### src/hw/rtl/rc4sc_pkg.sv
`default_nettype none
// ----------------------------------------------------------------------------
// RC4 stream cipher unit: shared package
// Widths, operation codes and the key store request bundle.
// ----------------------------------------------------------------------------
package rc4sc_pkg;

	localparam int unsigned ByteW     = 8;
	localparam int unsigned KeyDepth  = 256;
	localparam int unsigned PermDepth = 256;
	localparam int unsigned KeyIdxW   = $clog2(KeyDepth);
	localparam int unsigned KeyLenW   = 9;
	localparam int unsigned ApbAddrW  = 3;
	localparam int unsigned ApbDataW  = 32;

	localparam logic [KeyLenW-1:0] KeyLenReset = KeyLenW'(16);
	localparam logic               RegKeyLength = 1'b0;

	typedef enum logic [1:0] {
		OP_LOAD     = 2'd0,
		OP_SCHEDULE = 2'd1,
		OP_CRYPT    = 2'd2
	} op_t;

	typedef struct packed {
		logic               we;
		logic [KeyIdxW-1:0] waddr;
		logic [ByteW-1:0]   wdata;
		logic [KeyIdxW-1:0] raddr;
	} key_req_t;

endpackage
`default_nettype wire

### src/hw/rtl/rc4sc_key_mem.sv
`default_nettype none
// ----------------------------------------------------------------------------
// RC4 stream cipher unit: key store
// One write port and one registered read port over the key bytes.
// ----------------------------------------------------------------------------
module rc4sc_key_mem (
	input  wire logic                         clk,
	input  wire rc4sc_pkg::key_req_t          req,
	output logic [rc4sc_pkg::ByteW-1:0]       rdata
);
	import rc4sc_pkg::*;

	logic [ByteW-1:0] key_q [KeyDepth];

	always_ff @(posedge clk) begin
		if (req.we) begin
			key_q[req.waddr] <= req.wdata;
		end
		rdata <= key_q[req.raddr];
	end

endmodule
`default_nettype wire

### config.mk
export PLATFORM = sky130hd
export DESIGN_NAME = rc4sc_key_mem
export DESIGN_NICKNAME = d
export VERILOG_FILES = /design/src/hw/rtl/rc4sc_pkg.sv /design/src/hw/rtl/rc4sc_key_mem.sv
export SDC_FILE = /design/constraint.sdc
export NUM_CORES = 2
export LEC_CHECK = 0
export ABC_AREA = 0
export BUFFER_PORTS_ARGS = -buffer_cell sky130_fd_sc_hd__clkbuf_2
export CORE_AREA = 2 2 377 379
export CTS_CLUSTER_SIZE = 24
export DETAILED_ROUTE_END_ITERATION = 10
export DIE_AREA = 0 0 379 381
export PLACE_DENSITY_LB_ADDON = 0.1
export SYNTH_ARGS = -nofsm -noshare
export SYNTH_HDL_FRONTEND = slang
export SYNTH_SLANG_ARGS = --single-unit
### constraint.sdc
create_clock -name clk -period 2.09 [get_ports clk]
set_clock_uncertainty 0.1 [all_clocks]
set_input_delay 0.209 -clock clk [delete_from_list [all_inputs] [get_ports clk]]
set_output_delay 0.209 -clock clk [all_outputs]
set_load 0.05 [all_outputs]
==> flow_metrics.tcl <==
set metrics [dict create \
    status "finished with violations" \
    violations "setup timing" \
    synth_area_leader_cell "edfxtp_1" \
    finalSetupViolations 8 \
    drt-total-wl_um 202000 \
    port_buffers 33 \
    crit_type "reg2reg" \
    gp_congestion 0.886 \
    hp-class "in2reg" \
    finalPower_mw 87.6 \
    endpoint_kind "flop" \
    dp_hpwl_um 133000 \
    cts.sinks 2056 \
    post_cts_buffers 0 \
    initialDrtViolationCount 5622 \
    cts.htree.levels 4 \
    cts_tree "built" \
    peakVddDrop_mv 0.785 \
    synthFlopType "edfxtp_1" \
    drv_cap 0 \
    die_h_um 381 \
    post-synth-top-count-cell "edfxtp_1" \
    sw_frac_of_total_pct 21.0 \
    antenna_found_initial 5 \
    power.switching_mw 18.4 \
    dieArea_um2 144000 \
    power_density_nw_per_um2 921 \
    grt_pass1_vias 42191 \
    crit_chain "mux4_2 -> mux4_2 -> nor2b_4 -> nor4_4 -> buf_4 -> nor4_2" \
    fin_util_pct 67.7 \
    seq_area_frac_synth_pct 77.5 \
    drive_gt1_share_pct 34.7 \
    design.core.area_um2 141000 \
    grt_max_degree 90 \
    synth_area_leaders "edfxtp_1, mux4_2, mux2i_1" \
    syn_inst 3733 \
    num_rows 138 \
    synth_top_cell_area_share_pct 77.3 \
    layout_setup_ws_ns -0.323 \
    period_needed_ns 2.41 \
    yosys_warnings 0 \
    wl_per_cell_um 30.8 \
    syn_to_final_growth_pct 19.6 \
    clk-insertion-delay-late_ns 0.84 \
    syn_avg_cell_area_um2 21.3 \
    cts-root-buf "clkbuf_16" \
    grtUsageTotal_pct 28.5 \
    finalCritPeriodShare_pct 115 \
    vias 41511 \
    placed_cells 6173 \
    worstPathArrival_ns 3.01 \
    drv_slew 0 \
    p_clk_share_pct 42.1 \
    syn-cell-area_um2 79600 \
    crit_required_ns 2.68 \
    grt-ovfl-total 0 \
    synth_edf_count 2048 \
    critPathMostFrequentCell "mux4_2" \
    cts_buffers 200 \
    critical-path-slowest-cell "mux4_2" \
    finalHoldViolations 0 \
    drc_errors 0 \
    synth_common_cells "edfxtp_1, mux4_2, nor2_1" \
    async_flop_share_pct 0 \
    grt_pass1_wl_um 293000 \
    tightest_slew_ns 0.659 \
    syn_nets 3759 \
    grt_setup_unrepaired "true" \
    instances_no_fill 6561 \
    p_leak_nw 31.2 \
    slowest_delay_ns 0.54 \
    initial_core_util_pct 56.6 \
    p_seq_share_pct 52.0 \
    cp_max_fo 1 \
    vias_per_cell 6.33 \
    fin_tns_setup_ns -1.75 \
    intPower_mw 69.2 \
    synth_seq_cells 2056 \
    clkTransAtPathRegs_ns 0.06 \
    crit_path_start_kind "flop" \
    dr.pass1.iters 6 \
    fmax_ghz 0.414 \
    synth.distinct_cells 55 \
    ioPinCount 34 \
    comb_power_share_pct 5.9 \
    antenna_left 0 \
    ctsLongestPathBuffers 3 \
    slew_headroom_pct 56.1 \
    num-nets-final 4519 \
    die_w_um 379 \
]
-- path summary, 6_finish.rpt --
path | startpoint | endpoint | slack (ns) | depth (start not counted)
max reg2reg | key_q[67][0] | rdata[0] | -0.32 | 6
min | req[18] | key_q[205][3] | 0.15 | 4
min reg2reg | key_q[41][3] | rdata[3] | 0.97 | 7
max | key_q[67][0] | rdata[0] | -0.32 | 6
-- power by group through the flow --
stage / clock, mW / sequential, mW / combinational (mW)
final: 36.9 / 45.5 / 5.14
after global routing: 39.0 / 45.5 / 5.40
after CTS: 37.4 / 45.5 / 5.12
after detailed placement: 0 / 46.4 / 5.00
after global placement: 0 / 46.4 / 4.90
after floorplan: 0 / 46.5 / 2.28
-- critical path: cells and delay by family (launching register included) --
kind,cells,cell delay [ns]
DFF,1,0.37
buffers and inverters,1,0.23
and+or+nand+nor,3,0.50
muxes,2,1.07
-- cells by family (layout without fill, tap and decap cells) --
| kind of cell | Yosys count | count (layout) | synth area share [%] |
|---|---|---|---|
| compound gates | 385 | 385 | 3.42 |
| flops | 2056 | 2056 | 77.5 |
| buf+inv | 235 | 1171 | 1.83 |
| simple gates | 466 | 466 | 2.63 |
| other cells | 0 | 2 | 0 |
| mux | 591 | 591 | 14.6 |
-- timing repair --
item / CTS / global route
gates resized for setup: 49 / 21
endpoints found under the hold margin: 485 / 0
hold buffers: 9 / 0
pin swaps: 12 / 8
endpoints found under the setup margin: 10 / 8
-- layer usage --
layer | vias to the layer above | global-route usage, % | part of all wire, %
li1 | 17232 | - | -
met1 | 21882 | 41.7 | 40
met2 | 2074 | 44.5 | 48
met3 | 317 | 5.28 | 8.8
met4 | 6 | 8.58 | 2.9
met5 | - | 0 | 0.017
-- metrics by stage --
stage	hold slack [ns]	area, um^2	setup WS (ns)
floorplan	0.208	79900	-0.0378
global placement	0.629	87800	-1.41
detailed placement	0.634	87800	-1.38
CTS	0.0574	95000	-0.338
global route	0.125	95100	-0.344
finish	0.150	95100	-0.323
-- state kept, by name, indices dropped and copies added (netlist names) --
name   count
rdata      8
key_q   2048
-- layout make-up --
type	count	area (um^2)
multi-input cells	1442	16900
diodes	2	5.00
repair buffers	791	7380
fillers	8970	45400
flip-flops and latches	2056	61700
well taps	1890	2360
clock buffers	242	5240
clock inverters	136	1560
inverters	2	7.51
-- cell usage in the layout, fill, tap and decap left out, types with 30 or more instances in the layout --
master and instances:
edfxtp_1 2048, buf_4 635, mux4_2 456, nor2_1 266
clkbuf_16 202, mux2i_1 134, a22oi_1 127, buf_12 111
a21oi_1 94, o221ai_1 46, clkinv_2 42, clkinv_1 39
clkbuf_1 37, nand3_1 34, nand2_1 33, bufinv_16 30
Power figures use the tool's default switching activity.
