<file path="config.mk">
export PLATFORM = sky130hd
export DESIGN_NAME = rc4sc_cfg
export DESIGN_NICKNAME = d
export VERILOG_FILES = /design/src/hw/rtl/rc4sc_pkg.sv /design/src/hw/rtl/rc4sc_cfg.sv
export SDC_FILE = /design/constraint.sdc
export NUM_CORES = 1
export LEC_CHECK = 0
export ABC_AREA = 0
export BUFFER_PORTS_ARGS = -buffer_cell sky130_fd_sc_hd__buf_2
export CORE_MARGIN = 3
export CORE_UTILIZATION = 35
export DETAILED_ROUTE_END_ITERATION = 10
export MAX_ROUTING_LAYER = met4
export PLACE_DENSITY = 0.79
export SETUP_SLACK_MARGIN = 0.02
export SLEW_MARGIN = 20
export SYNTH_ARGS = -nofsm -noshare
export SYNTH_HDL_FRONTEND = slang
export SYNTH_SLANG_ARGS = --single-unit
</file>
<file path="constraint.sdc">
create_clock -name clk -period 4.4 [get_ports clk]
set_clock_uncertainty 0.15 [all_clocks]
set_input_delay 0 -clock clk [delete_from_list [all_inputs] [get_ports clk]]
set_output_delay 0 -clock clk [all_outputs]
set_load 0.02 [all_outputs]
</file>
<file path="src/hw/rtl/rc4sc_pkg.sv">
`default_nettype none
// ----------------------------------------------------------------------------
// RC4 stream cipher unit: shared package
// Widths, operation codes and the key store request bundle.
// ----------------------------------------------------------------------------
package rc4sc_pkg;

	localparam int unsigned ByteW     = 8;
	localparam int unsigned KeyDepth  = 256;
	localparam int unsigned PermDepth = 256;
	localparam int unsigned KeyIdxW   = $clog2(KeyDepth);
	localparam int unsigned KeyLenW   = 9;
	localparam int unsigned ApbAddrW  = 3;
	localparam int unsigned ApbDataW  = 32;

	localparam logic [KeyLenW-1:0] KeyLenReset = KeyLenW'(16);
	localparam logic               RegKeyLength = 1'b0;

	typedef enum logic [1:0] {
		OP_LOAD     = 2'd0,
		OP_SCHEDULE = 2'd1,
		OP_CRYPT    = 2'd2
	} op_t;

	typedef struct packed {
		logic               we;
		logic [KeyIdxW-1:0] waddr;
		logic [ByteW-1:0]   wdata;
		logic [KeyIdxW-1:0] raddr;
	} key_req_t;

endpackage
`default_nettype wire

</file>
<file path="src/hw/rtl/rc4sc_cfg.sv">
`default_nettype none
// ----------------------------------------------------------------------------
// RC4 stream cipher unit: configuration registers
// APB register file holding the key length and deriving its wrap point.
// ----------------------------------------------------------------------------
module rc4sc_cfg (
	input  wire logic                               clk,
	input  wire logic                               arst_n,
	input  wire logic                               psel,
	input  wire logic                               penable,
	input  wire logic                               pwrite,
	input  wire logic [rc4sc_pkg::ApbAddrW-1:0]     paddr,
	input  wire logic [rc4sc_pkg::ApbDataW-1:0]     pwdata,
	output logic      [rc4sc_pkg::ApbDataW-1:0]     prdata,
	output logic                                    pready,
	output logic      [rc4sc_pkg::KeyIdxW-1:0]      key_last
);
	import rc4sc_pkg::*;

	logic [KeyLenW-1:0] key_length_q;
	logic               sel_key_length;

	assign sel_key_length = (paddr[ApbAddrW-1] == RegKeyLength);
	assign pready = 1'b1;

	always_ff @(posedge clk or negedge arst_n) begin
		if (!arst_n) begin
			key_length_q <= KeyLenReset;
		end else if (psel && penable && pwrite && sel_key_length) begin
			key_length_q <= pwdata[KeyLenW-1:0];
		end
	end

	always_comb begin
		prdata = '0;
		if (sel_key_length) begin
			prdata = ApbDataW'(key_length_q);
		end
	end

	// Last key position used before the key index wraps to zero.
	always_comb begin
		if (key_length_q <= KeyLenW'(1)) begin
			key_last = '0;
		end else if (key_length_q >= KeyLenW'(KeyDepth)) begin
			key_last = KeyIdxW'(KeyDepth - 1);
		end else begin
			key_last = KeyIdxW'(key_length_q - KeyLenW'(1));
		end
	end

endmodule
`default_nettype wire

</file>
==> impl_metrics.yaml <==
detailed_routing:
  wl_per_cell_um: 11.4
  antenna_left: 0
  num_vias: 704
  wirelength_mm: 1.78
  first_iter_violations: 15
  dr.pass1.iters: 4
  vias_per_cell: 4.51
  drc: 0
finish:
  top_regs: "key_length_q x9"
  final_layout_size_suffix_gt1_share_pct: 36.4
  nNetsFinal: 173
  largest_register: "key_length_q"
  fillCellCount: 213
  largest_reg_flops: 9
  final_common_cell: "buf_2"
  syn_to_final_growth_pct: 25.9
  diodes: 0
  final_cell_mix: "31 x buf_2, 24 x conb_1, 11 x dlygate4sd3_1"
job:
  cap_violations: 0
timing:
  setup_viol: 0
  slew_viol_final: 0
  rsz0062_at_grt: "false"
  hold_violations: 0
  tns_ns: 0
  period_share_pct: 45.1
  post-route-min-period_ns: 1.98
  holdWs_ns: 0.0551
  fmax_ghz: 0.504
clock_tree:
  cts_root_buf: "clkbuf_4"
  cts_buffer_depth: 2
  numCtsBuffers: 3
  insertion_delay_ns: 0.26
  clk_pin_slew_ns: 0.06
  cts-resized-gates: 0
  htree_levels: 1
  cts_setup_buffers: 0
  clock-sinks: 9
  cts_tree: "done"
  postCtsHoldBufs: 11
placement:
  place.gp.congestion: 0.730
  io_buffers: 31
  hpwl_mm: 1.39
logic_synthesis:
  synth_top_area_cell: "dfrtp_1"
  synth_top_area_share_pct: 24.5
  syn-instance-count: 87
  synthTopCellsByArea: "dfrtp_1 25%, buf_4 22%, mux2_2 12%"
  ys_ff_latch: 9
  syn_area_um2: 817
  seq_area_frac_synth_pct: 27.7
  yosys_warnings: 0
  yosys.cell_types.count: 30
  synth.avg_cell_area_um2: 9.39
floorplanning:
  die-area_mm2: 0.00295
  die_x_um: 54.3
  io_pins: 81
  rows: 16
  core_mm2: 0.00208
  start_util_pct: 39.2
  die_y_um: 54.3
critical_path:
  cp-end-kind: "primary output"
  cp_max_fo: 8
  cp_data_required_time_ns: 4.25
  critPathBufInv: 1
  worstPathArrival_ns: 1.83
  cpPeakStageDelay_ns: 0.56
  critical_path.slowest_cell: "or4_4"
  path_cells: "or4_4 -> o311ai_1 -> buf_2"
  critPathKind: "reg2out"
  crit_family: "simple AND/OR/NAND/NOR gates"
  startpoint_type: "register"
global_route:
  first_global_vias: 602
  grt_antenna_before_repair: 0
  grt.total_usage_pct: 13.0
  grt-ovfl-total: 0
  grt_max_degree: 11
  grt_pass1_wl_mm: 2.68
power_and_ir_drop:
  cellLeakagePower_nw: 0.531
  powerDensity_mw_per_mm2: 389
  peakVddDrop_mv: 0.256
run_status:
  status: "finished clean"
hold_path:
  hp-class: "in2async"
where the power goes:
| group | internal (mW) | switching (mW) | total (mW) |
|---|---|---|---|
| combinational | 0.0825 | 0.120 | 0.202 |
| clock | 0.0349 | 0.0274 | 0.0622 |
| sequential | 0.103 | 0.0333 | 0.136 |
final cells by class:
| cell class | instances | area, um^2 | area share, % |
|---|---|---|---|
| tap | 27 | 33.8 | 3.28 |
| multi-input combinational | 71 | 465 | 45.3 |
| sequential | 9 | 226 | 22.0 |
| timing repair buffer | 42 | 265 | 25.8 |
| inverter | 3 | 11.3 | 1.09 |
| clock buffer | 4 | 26.3 | 2.55 |
routing by layer:
metal / global-route usage [%] / vias to the layer above / share of wire [%]
met4: 6.22 / 0 / 1.7
met3: 1.09 / 3 / 11
met5: - / - / 0
met2: 22.7 / 47 / 50
li1: - / 338 / -
met1: 15.0 / 316 / 38
final timing paths:
kind / from / to / slack, ns / depth (start not counted)
min reg2reg: key_length_q[7] / key_length_q[7] / 0.46 / 1
min: arst_n / key_length_q[4] / 0.06 / 2
max in group asynchronous: arst_n / key_length_q[7] / 3.26 / 3
min in group clk: penable / key_length_q[2] / 0.12 / 3
max reg2reg: key_length_q[2] / key_length_q[2] / 3.37 / 1
max: key_length_q[2] / key_last[5] / 2.42 / 3
cells in the mapped netlist, drive strengths merged:
master / number
buf: 25
mux2: 9
dfrtp: 8
nor2b: 6
nor2: 5
a21oi: 3
ha: 3
inv: 3
conb: 2
nor3: 2
o21ai: 2
or4: 2
a211oi: 1
a21boi: 1
a31oi: 1
and4: 1
clkbuf: 1
dfstp: 1
nand2: 1
nand4b: 1
nor3b: 1
nor4: 1
o211a: 1
o21bai: 1
o311ai: 1
o31a: 1
o31ai: 1
o41ai: 1
xnor2: 1
metrics by stage:
stage	util (%)	setup slack [ns]	instance area (um^2)	cells	total power, mW
after floorplan	-	2.63	900	109	0.291
after global placement	42.8	2.73	892	141	0.327
after detailed placement	42.8	2.69	892	141	0.334
after CTS	49.4	2.39	1030	156	0.407
after global routing	49.4	2.31	1030	156	0.434
final	49.4	2.42	1030	156	0.400
kinds of logic after synthesis:
kind of cell	share of synthesized area, %
other	0.919
AO/OA/AOI/OAI	11.9
buffers and inverters	25.4
XOR/XNOR	1.07
adder cells (fa/ha/maj)	4.59
multiplexers	12.4
AND/OR/NAND/NOR	15.9
flip-flops	27.7
Note: power is estimated with default switching activity, not from simulation.
