<file path="src/hw/rtl/rc4sc_pkg.sv">
`default_nettype none
// ----------------------------------------------------------------------------
// RC4 stream cipher unit: shared package
// Widths, operation codes and the key store request bundle.
// ----------------------------------------------------------------------------
package rc4sc_pkg;

	localparam int unsigned ByteW     = 8;
	localparam int unsigned KeyDepth  = 256;
	localparam int unsigned PermDepth = 256;
	localparam int unsigned KeyIdxW   = $clog2(KeyDepth);
	localparam int unsigned KeyLenW   = 9;
	localparam int unsigned ApbAddrW  = 3;
	localparam int unsigned ApbDataW  = 32;

	localparam logic [KeyLenW-1:0] KeyLenReset = KeyLenW'(16);
	localparam logic               RegKeyLength = 1'b0;

	typedef enum logic [1:0] {
		OP_LOAD     = 2'd0,
		OP_SCHEDULE = 2'd1,
		OP_CRYPT    = 2'd2
	} op_t;

	typedef struct packed {
		logic               we;
		logic [KeyIdxW-1:0] waddr;
		logic [ByteW-1:0]   wdata;
		logic [KeyIdxW-1:0] raddr;
	} key_req_t;

endpackage
`default_nettype wire

</file>
<file path="src/hw/rtl/rc4sc_if.sv">
`default_nettype none
// ----------------------------------------------------------------------------
// RC4 stream cipher unit: channel interfaces
// Valid/ready channels for input words and result words.
// ----------------------------------------------------------------------------
interface rc4sc_in_if;
	logic              valid;
	logic              ready;
	rc4sc_pkg::op_t    operation;
	logic [7:0]        key_index;
	logic [7:0]        key_byte;
	logic [7:0]        data_in;
	logic              last_in;

	modport source (output valid, operation, key_index, key_byte, data_in, last_in,
		input ready);
	modport sink (input valid, operation, key_index, key_byte, data_in, last_in,
		output ready);
endinterface

interface rc4sc_out_if;
	logic       valid;
	logic       ready;
	logic [7:0] data_out;
	logic       schedule_done;
	logic       last_out;

	modport source (output valid, data_out, schedule_done, last_out, input ready);
	modport sink (input valid, data_out, schedule_done, last_out, output ready);
endinterface
`default_nettype wire

</file>
<file path="src/hw/rtl/rc4sc_engine.sv">
`default_nettype none
// ----------------------------------------------------------------------------
// RC4 stream cipher unit: permutation engine
// Sequencer around the permutation memory for key schedule and keystream.
// ----------------------------------------------------------------------------
module rc4sc_engine (
	input  wire logic                          clk,
	input  wire logic                          arst_n,
	rc4sc_in_if.sink                           in_word,
	rc4sc_out_if.source                        out_word,
	input  wire logic [rc4sc_pkg::KeyIdxW-1:0] key_last,
	output rc4sc_pkg::key_req_t                key_req,
	input  wire logic [rc4sc_pkg::ByteW-1:0]   key_rdata
);
	import rc4sc_pkg::*;

	typedef enum logic [9:0] {
		ST_IDLE = 10'b00_0000_0001,
		ST_INIT = 10'b00_0000_0010,
		ST_SA   = 10'b00_0000_0100,
		ST_SB   = 10'b00_0000_1000,
		ST_SC   = 10'b00_0001_0000,
		ST_SD   = 10'b00_0010_0000,
		ST_CB   = 10'b00_0100_0000,
		ST_CC   = 10'b00_1000_0000,
		ST_CD   = 10'b01_0000_0000,
		ST_OUT  = 10'b10_0000_0000
	} state_t;

	state_t           state_q;
	logic [ByteW-1:0] perm_q [PermDepth];
	logic [ByteW-1:0] rda_q, rdb_q;
	logic [ByteW-1:0] addr_a, addr_b, wr_addr, wr_data;
	logic             wr_en;
	logic [ByteW-1:0] i_q, j_q, si_q, sj_q, t_q;
	logic [KeyIdxW-1:0] k_q;
	logic [ByteW-1:0] data_q;
	logic             last_q, done_q;
	logic             accept, slot_free;
	logic [ByteW-1:0] ks;
	logic             ovalid_q, odone_q, olast_q;
	logic [ByteW-1:0] odata_q;

	assign in_word.ready = (state_q == ST_IDLE);
	assign accept        = in_word.valid && in_word.ready;
	assign slot_free     = !ovalid_q || out_word.ready;

	always_comb begin
		addr_a  = i_q;
		addr_b  = j_q;
		wr_en   = 1'b0;
		wr_addr = i_q;
		wr_data = rdb_q;
		key_req.we    = 1'b0;
		key_req.waddr = in_word.key_index;
		key_req.wdata = in_word.key_byte;
		key_req.raddr = k_q;
		case (state_q)
			ST_IDLE: begin
				addr_a = i_q + 8'd1;
				key_req.we = accept && (in_word.operation == OP_LOAD);
			end
			ST_INIT: begin
				wr_en   = 1'b1;
				wr_data = i_q;
			end
			ST_SB: addr_b = j_q + rda_q + key_rdata;
			ST_SC: wr_en = 1'b1;
			ST_SD: begin
				wr_en   = 1'b1;
				wr_addr = j_q;
				wr_data = si_q;
			end
			ST_CB: addr_b = j_q + rda_q;
			ST_CC: begin
				wr_en  = 1'b1;
				addr_a = si_q + rdb_q;
			end
			ST_CD: begin
				wr_en   = 1'b1;
				wr_addr = j_q;
				wr_data = si_q;
			end
			default: ;
		endcase
	end

	// The keystream read overlaps the swap writes, so the swapped entries are forwarded.
	always_comb begin
		if (t_q == i_q) begin
			ks = sj_q;
		end else if (t_q == j_q) begin
			ks = si_q;
		end else begin
			ks = rda_q;
		end
	end

	always_ff @(posedge clk) begin
		if (wr_en) begin
			perm_q[wr_addr] <= wr_data;
		end
		rda_q <= perm_q[addr_a];
		rdb_q <= perm_q[addr_b];
	end

	always_ff @(posedge clk or negedge arst_n) begin
		if (!arst_n) begin
			state_q <= ST_IDLE;
			i_q     <= '0;
			j_q     <= '0;
			k_q     <= '0;
		end else begin
			case (state_q)
				ST_IDLE: begin
					if (accept) begin
						case (in_word.operation)
							OP_SCHEDULE: begin
								i_q     <= '0;
								state_q <= ST_INIT;
							end
							OP_CRYPT: begin
								i_q     <= i_q + 8'd1;
								state_q <= ST_CB;
							end
							default: ;
						endcase
					end
				end
				ST_INIT: begin
					i_q <= i_q + 8'd1;
					if (i_q == 8'hFF) begin
						j_q     <= '0;
						k_q     <= '0;
						state_q <= ST_SA;
					end
				end
				ST_SA: state_q <= ST_SB;
				ST_SB: begin
					j_q     <= addr_b;
					state_q <= ST_SC;
				end
				ST_SC: state_q <= ST_SD;
				ST_SD: begin
					i_q <= i_q + 8'd1;
					k_q <= (k_q == key_last) ? '0 : k_q + KeyIdxW'(1);
					if (i_q == 8'hFF) begin
						j_q     <= '0;
						state_q <= ST_OUT;
					end else begin
						state_q <= ST_SA;
					end
				end
				ST_CB: begin
					j_q     <= addr_b;
					state_q <= ST_CC;
				end
				ST_CC: state_q <= ST_CD;
				ST_CD: state_q <= ST_OUT;
				ST_OUT: begin
					if (slot_free) begin
						state_q <= ST_IDLE;
					end
				end
				default: state_q <= ST_IDLE;
			endcase
		end
	end

	always_ff @(posedge clk) begin
		case (state_q)
			ST_IDLE: begin
				if (accept) begin
					data_q <= in_word.data_in;
					last_q <= in_word.last_in;
					done_q <= 1'b0;
				end
			end
			ST_SB, ST_CB: si_q <= rda_q;
			ST_SD: begin
				data_q <= '0;
				last_q <= 1'b0;
				done_q <= 1'b1;
			end
			ST_CC: begin
				sj_q <= rdb_q;
				t_q  <= addr_a;
			end
			ST_CD: data_q <= data_q ^ ks;
			default: ;
		endcase
	end

	always_ff @(posedge clk or negedge arst_n) begin
		if (!arst_n) begin
			ovalid_q <= 1'b0;
		end else if (state_q == ST_OUT && slot_free) begin
			ovalid_q <= 1'b1;
		end else if (out_word.ready) begin
			ovalid_q <= 1'b0;
		end
	end

	always_ff @(posedge clk) begin
		if (state_q == ST_OUT && slot_free) begin
			odata_q <= data_q;
			odone_q <= done_q;
			olast_q <= last_q;
		end
	end

	assign out_word.valid         = ovalid_q;
	assign out_word.data_out      = odata_q;
	assign out_word.schedule_done = odone_q;
	assign out_word.last_out      = olast_q;

endmodule
`default_nettype wire

</file>
<file path="src/flat_wrapper.sv">
// flat-port wrapper written by rule: the top's interface ports become plain ports
module rc4sc_engine_flat import rc4sc_pkg::*;
  (clk, arst_n, key_last, key_req, key_rdata, in_word_valid, in_word_operation, in_word_key_index, in_word_key_byte, in_word_data_in, in_word_last_in, in_word_ready, out_word_valid, out_word_data_out, out_word_schedule_done, out_word_last_out, out_word_ready);
  rc4sc_in_if in_word_i ();
  rc4sc_out_if out_word_i ();
  input  wire logic clk;
  input  wire logic arst_n;
  input  wire logic [rc4sc_pkg::KeyIdxW-1:0] key_last;
  output rc4sc_pkg::key_req_t key_req;
  input  wire logic [rc4sc_pkg::ByteW-1:0] key_rdata;
  input wire logic [$bits(in_word_i.valid)-1:0] in_word_valid;
  input wire logic [$bits(in_word_i.operation)-1:0] in_word_operation;
  input wire logic [$bits(in_word_i.key_index)-1:0] in_word_key_index;
  input wire logic [$bits(in_word_i.key_byte)-1:0] in_word_key_byte;
  input wire logic [$bits(in_word_i.data_in)-1:0] in_word_data_in;
  input wire logic [$bits(in_word_i.last_in)-1:0] in_word_last_in;
  output wire logic [$bits(in_word_i.ready)-1:0] in_word_ready;
  output wire logic [$bits(out_word_i.valid)-1:0] out_word_valid;
  output wire logic [$bits(out_word_i.data_out)-1:0] out_word_data_out;
  output wire logic [$bits(out_word_i.schedule_done)-1:0] out_word_schedule_done;
  output wire logic [$bits(out_word_i.last_out)-1:0] out_word_last_out;
  input wire logic [$bits(out_word_i.ready)-1:0] out_word_ready;
  assign in_word_i.valid = in_word_valid;
  assign in_word_i.operation = in_word_operation;
  assign in_word_i.key_index = in_word_key_index;
  assign in_word_i.key_byte = in_word_key_byte;
  assign in_word_i.data_in = in_word_data_in;
  assign in_word_i.last_in = in_word_last_in;
  assign in_word_ready = in_word_i.ready;
  assign out_word_valid = out_word_i.valid;
  assign out_word_data_out = out_word_i.data_out;
  assign out_word_schedule_done = out_word_i.schedule_done;
  assign out_word_last_out = out_word_i.last_out;
  assign out_word_i.ready = out_word_ready;
  rc4sc_engine u_core (.clk(clk), .arst_n(arst_n), .in_word(in_word_i), .out_word(out_word_i), .key_last(key_last), .key_req(key_req), .key_rdata(key_rdata));
endmodule
</file>
<file path="config.mk">
export PLATFORM = sky130hd
export DESIGN_NAME = rc4sc_engine_flat
export DESIGN_NICKNAME = d
export VERILOG_FILES = /design/src/hw/rtl/rc4sc_pkg.sv /design/src/hw/rtl/rc4sc_if.sv /design/src/hw/rtl/rc4sc_engine.sv /design/src/flat_wrapper.sv
export SDC_FILE = /design/constraint.sdc
export NUM_CORES = 2
export LEC_CHECK = 0
export BUFFER_PORTS_ARGS = -buffer_cell sky130_fd_sc_hd__clkbuf_2
export CELL_PAD_IN_SITES_DETAIL_PLACEMENT = 0
export CELL_PAD_IN_SITES_GLOBAL_PLACEMENT = 1
export CORE_UTILIZATION = 25
export DETAILED_ROUTE_END_ITERATION = 10
export HOLD_SLACK_MARGIN = 0.03
export MAX_ROUTING_LAYER = met4
export PLACE_DENSITY_LB_ADDON = 0.1
export REMOVE_ABC_BUFFERS = 1
export SYNTH_ARGS = -nofsm -noshare
export SYNTH_HDL_FRONTEND = slang
export SYNTH_SLANG_ARGS = --single-unit
</file>
<file path="constraint.sdc">
create_clock -name clk -period 5.9 [get_ports clk]
set_input_delay 0.59 -clock clk [delete_from_list [all_inputs] [get_ports clk]]
set_output_delay 0.59 -clock clk [all_outputs]
set_load 0.05 [all_outputs]
</file>
==> reports/summary.md <==
The predominant post-synthesis flop cell was sky130_fd_sc_hd__edfxtp_1. Data on the critical path is required at its endpoint by 6.77 ns. Met1 layer usage reported by global route: 0.364.

STA classifies the critical path endpoint as a flip-flop. Counting along the longest clock path gives a buffer depth of 4. Clock insertion delay at the later pin of the skew report: 0.95 ns. For the post-route antenna net violation count, the log shows 0.

The region available for standard cell placement spans 421000 um^2. For the final count of hold timing violations, the log shows 0. The number of synthesized flops with an enable pin works out to 2092.

The portion of total power attributed to sequential cells is 0.245, and the count of buffer and inverter cells on the critical path is 4. The initialized floorplan defines 238 standard-cell rows. The worst clock skew on the final layout is 0.0490 ns, and the tightest slew margin relative to the limit is -0.0890. The pin count of the biggest net entering global routing is 103.

For this design the ratio of total power to cell area is 637 nW/um^2. In the synthesized netlist, the number of instances is 10300. The vias per cell is 5.51. For the pin with the worst max-slew slack, the measured transition is 1.63 ns.

Buffers inserted during clock tree synthesis total 278. The share of async-settable or async-resettable flops after synthesis was 0.0163. For this run, design rule violations remaining after detail routing come to 0. The minimum setup slack in the final design was -0.202 ns. The final reports fail on capacitance limit, slew limit, setup timing. Classification of the worst-slack hold path: input port to flip-flop.

The tree built by TritonCTS fans out to 2143 sinks. After the first detailed-routing iteration, the DRC count stood at 12600. Share of cells above drive strength 1: 0.131. The detailed router placed 91000 vias in this run. TritonCTS built the clock tree. The total half-perimeter wirelength after legalization and detailed placement is 384 mm. The signed area change from the synthesized netlist to the final layout came out at 19.7%. The Yosys step of the flow raised 0 warnings. The netlist area before placement came out at 106000 um^2. The global route total overflow came out at 0.

The first global-routing pass estimated 773 mm of wire. Across all hold checks on the routed design, the worst slack comes to 0.110 ns. Static timing analysis puts the maximum clock frequency at 164 MHz.

The critical path is of the flip-flop to flip-flop type. Counting I/O delays and the setup requirement, the final critical path takes 6.10 ns. The critical path goes through nor4_2, nand3_2, clkinv_2, o311a_4, buf_12, buf_12, a21oi_1, a21boi_0, a211oi_1, buf_4, a21oi_1, nor4_1, nor3_2, o21ai_0, and4b_1. The logs give 426000 um^2 for the total die area and 0.0436 for the met3 usage in global routing.

The total I/O pin count is 84. The combinational group share of total power is 0.544. Once placement finished, the instance area stood at 117000 um^2. Number of global-route vias before repair: 85300.

On the critical path, the stage with the largest delay is an instance of sky130_fd_sc_hd__o21ai_0. The logs give 0.605 for the post-synthesis sequential area ratio and 43100 for the number of filler instances in the final layout. The first detailed-routing pass ran for 8 iterations.

In this run, synthesis produced a sequential element count of 2143. Portion of total power attributed to the clock network: 0.211. The routed design has 577 mm of wire. For the leakage power summed over all cells, the log shows 44.6 nW.

The endpoint arrival time on the critical path is 6.97 ns. From left edge to right edge, the die measures 653 um. The starting utilization of the core area came out at 0.251. In this run the tool buffered the top-level ports with 51 buffer cells. The run gives 63 as the initial antenna violation count.

The distinct cell type count of the synthesized netlist is 98. After detailed routing, the average wire length per cell comes to 35.0 um. The run gives 10700 as the final-stage net count. For the number of setup violations in the final report, the log shows 4. Among cell families on the critical path, the largest total delay comes from simple AND/OR/NAND/NOR gates. The mean instance size in the synthesized netlist came out at 10.3 um^2. The H-tree was split into 5 levels. Summed over all nets, the switching power comes to 39.7 mW. After layout, the design draws a total of 80.7 mW. Measured along the y axis, the die boundary spans 653 um. The critical path startpoint category is a flip-flop. Register-to-register path setup slack: -0.20 ns. The logs give 0.301 for the fraction of the core area covered by cells at the end of the flow and 1 for the max-capacitance violation count. The congestion estimate from routability-driven global placement came to 0.914.

The global routing usage summed across all routing layers came out at 0.269. The flow ran to the end, but the final reports show violations. The final period utilization was 1.03; the clock-pin slew reported for the worst setup and hold paths after clock tree synthesis was 0.06 ns. The global-route met2 utilization is 0.404, and the peak fanout along the critical path is 26. The switching power as a share of total power came out at 0.492. After routing the design area is 127000 um^2.

The max-slew violation total from the final report was 13. The busiest layer in global routing was met2. In this design, the stage delay of the slowest critical-path cell is 0.84 ns. CTS placed an instance of sky130_fd_sc_hd__clkbuf_16 at the clock tree root. The worst-case IR drop observed on VDD is 0.544 mV. The run gives 41.0 mW as the internal power component.
metal layers:
metal | wire length, um | up-vias
met5 | 0 | -
li1 | - | 38600
met1 | 253000 | 46900
met4 | 26100 | 0
met2 | 255000 | 4707
met3 | 43600 | 827
worst paths after layout:
kind	depth (start not counted)	endpoint	startpoint
max	15	u_core.rdb_q[6]$_DFF_P_	u_core.state_q[9]$_DFFE_PN0P_
min	4	u_core.state_q[6]$_DFFE_PN0P_	in_word_operation[1]
max reg2reg	15	u_core.rdb_q[6]$_DFF_P_	u_core.state_q[9]$_DFFE_PN0P_
min reg2reg	0	u_core.out_word.last_out$_DFFE_PP_	u_core.last_q$_SDFFCE_PP0P_
max in group asynchronous	2	u_core.j_q[6]$_DFFE_PN0P_	arst_n
min in group asynchronous	2	u_core.i_q[4]$_DFFE_PN0P_	arst_n
final cells by class:
type	instances	area (um^2)	share of cell area
diodes	53	133	0.00105
clock inverters	125	1290	0.0102
flip-flops and latches	2143	64000	0.505
repair buffers	918	8480	0.0670
well taps	5640	7060	0.0557
multi-input cells	7251	38100	0.301
inverters	31	143	0.00113
clock buffers	360	7450	0.0588
power by group through the flow:
| stage | combinational (mW) | sequential (mW) | clock, mW |
|---|---|---|---|
| floorplan | 19.5 | 20.7 | 0 |
| global placement | 43.2 | 20.1 | 0 |
| detailed placement | 43.1 | 20.1 | 0 |
| CTS | 43.4 | 19.7 | 17.4 |
| global route | 45.7 | 19.8 | 17.8 |
| finish | 43.9 | 19.8 | 17.0 |
registers in the layout, indices dropped and copies added (netlist names):
register and cells:
u_core.i_q 8, u_core.rdb_q 8, u_core.t_q 8, u_core.out_word.data_out 8, u_core.out_word.schedule_done 1, u_core.last_q 1, u_core.out_word.last_out 1, u_core.sj_q 8
u_core.j_q 8, u_core.state_q 10, u_core.k_q 8, u_core.done_q 1, u_core.rda_q 8, u_core.si_q 8, u_core.data_q 8, u_core.perm_q 2048
u_core.out_word.valid 1
placed cells by master (no fill, tap or decap), drive strengths merged, types with 95 or more instances in the layout:
cell / n
nand3: 671
nand2: 3203
a21oi: 957
clkbuf: 411
a31oi: 246
a211oi: 114
edfxtp: 2092
buf: 855
a22oi: 193
nor2: 330
o21ai: 117
mux2i: 258
clkinv: 95
and3: 192
a32oi: 195
cell families after synthesis:
logic type / Yosys count / synth area share
AND/OR/NAND/NOR: 4672 / 0.186
AO/OA/AOI/OAI: 2239 / 0.136
flip-flops: 2143 / 0.605
buffers and inverters: 877 / 0.0404
multiplexers: 261 / 0.0248
XOR/XNOR: 49 / 0.00406
adder cells (fa/ha/maj): 29 / 0.00364
cells in the mapped netlist, types with 12 or more instances:
library cell,n,share of area
sky130_fd_sc_hd__inv_1,21,0.00075
sky130_fd_sc_hd__mux2i_1,257,0.024
sky130_fd_sc_hd__a211oi_1,114,0.0081
sky130_fd_sc_hd__buf_2,493,0.023
sky130_fd_sc_hd__nand3b_1,12,0.00085
sky130_fd_sc_hd__xor2_1,13,0.0011
sky130_fd_sc_hd__o22ai_1,81,0.0048
sky130_fd_sc_hd__nor3_1,58,0.0027
sky130_fd_sc_hd__and3_1,191,0.011
sky130_fd_sc_hd__o221ai_1,21,0.0017
sky130_fd_sc_hd__a221oi_1,40,0.0033
sky130_fd_sc_hd__buf_6,12,0.0013
sky130_fd_sc_hd__a31oi_1,246,0.015
sky130_fd_sc_hd__buf_1,74,0.0026
sky130_fd_sc_hd__nor4_1,45,0.0027
sky130_fd_sc_hd__o21ai_0,113,0.0053
sky130_fd_sc_hd__nand2_1,3200,0.11
sky130_fd_sc_hd__nand3_1,667,0.032
sky130_fd_sc_hd__nand4_1,85,0.0050
sky130_fd_sc_hd__a21o_1,19,0.0013
sky130_fd_sc_hd__nor2_1,320,0.011
sky130_fd_sc_hd__buf_4,71,0.0050
sky130_fd_sc_hd__a2111oi_0,42,0.0035
sky130_fd_sc_hd__dfxtp_1,16,0.0030
sky130_fd_sc_hd__dfrtp_1,34,0.0080
sky130_fd_sc_hd__edfxtp_1,2092,0.59
sky130_fd_sc_hd__clkbuf_1,196,0.0070
sky130_fd_sc_hd__a21oi_1,957,0.045
sky130_fd_sc_hd__a32oi_1,195,0.016
sky130_fd_sc_hd__a22oi_1,193,0.014
sky130_fd_sc_hd__ha_1,26,0.0031
sky130_fd_sc_hd__o211ai_1,22,0.0016
sky130_fd_sc_hd__nand2b_1,13,0.00077
sky130_fd_sc_hd__xnor2_1,36,0.0030
sky130_fd_sc_hd__a311oi_1,87,0.0072
worst register-to-register path: stages (launching register included):
cell                       delay [ns]
sky130_fd_sc_hd__dfrtp_1         0.49
sky130_fd_sc_hd__nor4_2          0.64
sky130_fd_sc_hd__nand3_2         0.32
sky130_fd_sc_hd__clkinv_2        0.59
sky130_fd_sc_hd__o311a_4         0.56
sky130_fd_sc_hd__buf_12          0.37
sky130_fd_sc_hd__buf_12          0.33
sky130_fd_sc_hd__a21oi_1         0.12
sky130_fd_sc_hd__a21boi_0        0.15
sky130_fd_sc_hd__a211oi_1        0.26
sky130_fd_sc_hd__buf_4           0.18
sky130_fd_sc_hd__a21oi_1         0.05
sky130_fd_sc_hd__nor4_1          0.60
sky130_fd_sc_hd__nor3_2          0.23
sky130_fd_sc_hd__o21ai_0         0.85
sky130_fd_sc_hd__and4b_1         0.29
through the flow:
| step | setup slack [ns] | setup TNS (ns) | instances |
|---|---|---|---|
| 5_1_grt | -0.0282 | -0.0282 | 16500 |
| 2_1_floorplan | -21.40 | -808.50 | 9424 |
| 6_report | -0.202 | -0.271 | 16500 |
| 3_3_place_gp | -0.613 | -2.36 | 16000 |
| 3_5_place_dp | -0.575 | -1.53 | 16000 |
| 4_1_cts | 0.0187 | 0 | 16500 |
timing repair:
item	in CTS	in global routing
setup buffers	14	3
setup endpoints to repair	8	6
gates cloned	1	0
hold endpoints to repair	49	0
gates resized for setup	10	7
pin swaps	4	1
hold buffers	12	0
Note: power is estimated with default switching activity, not from simulation.
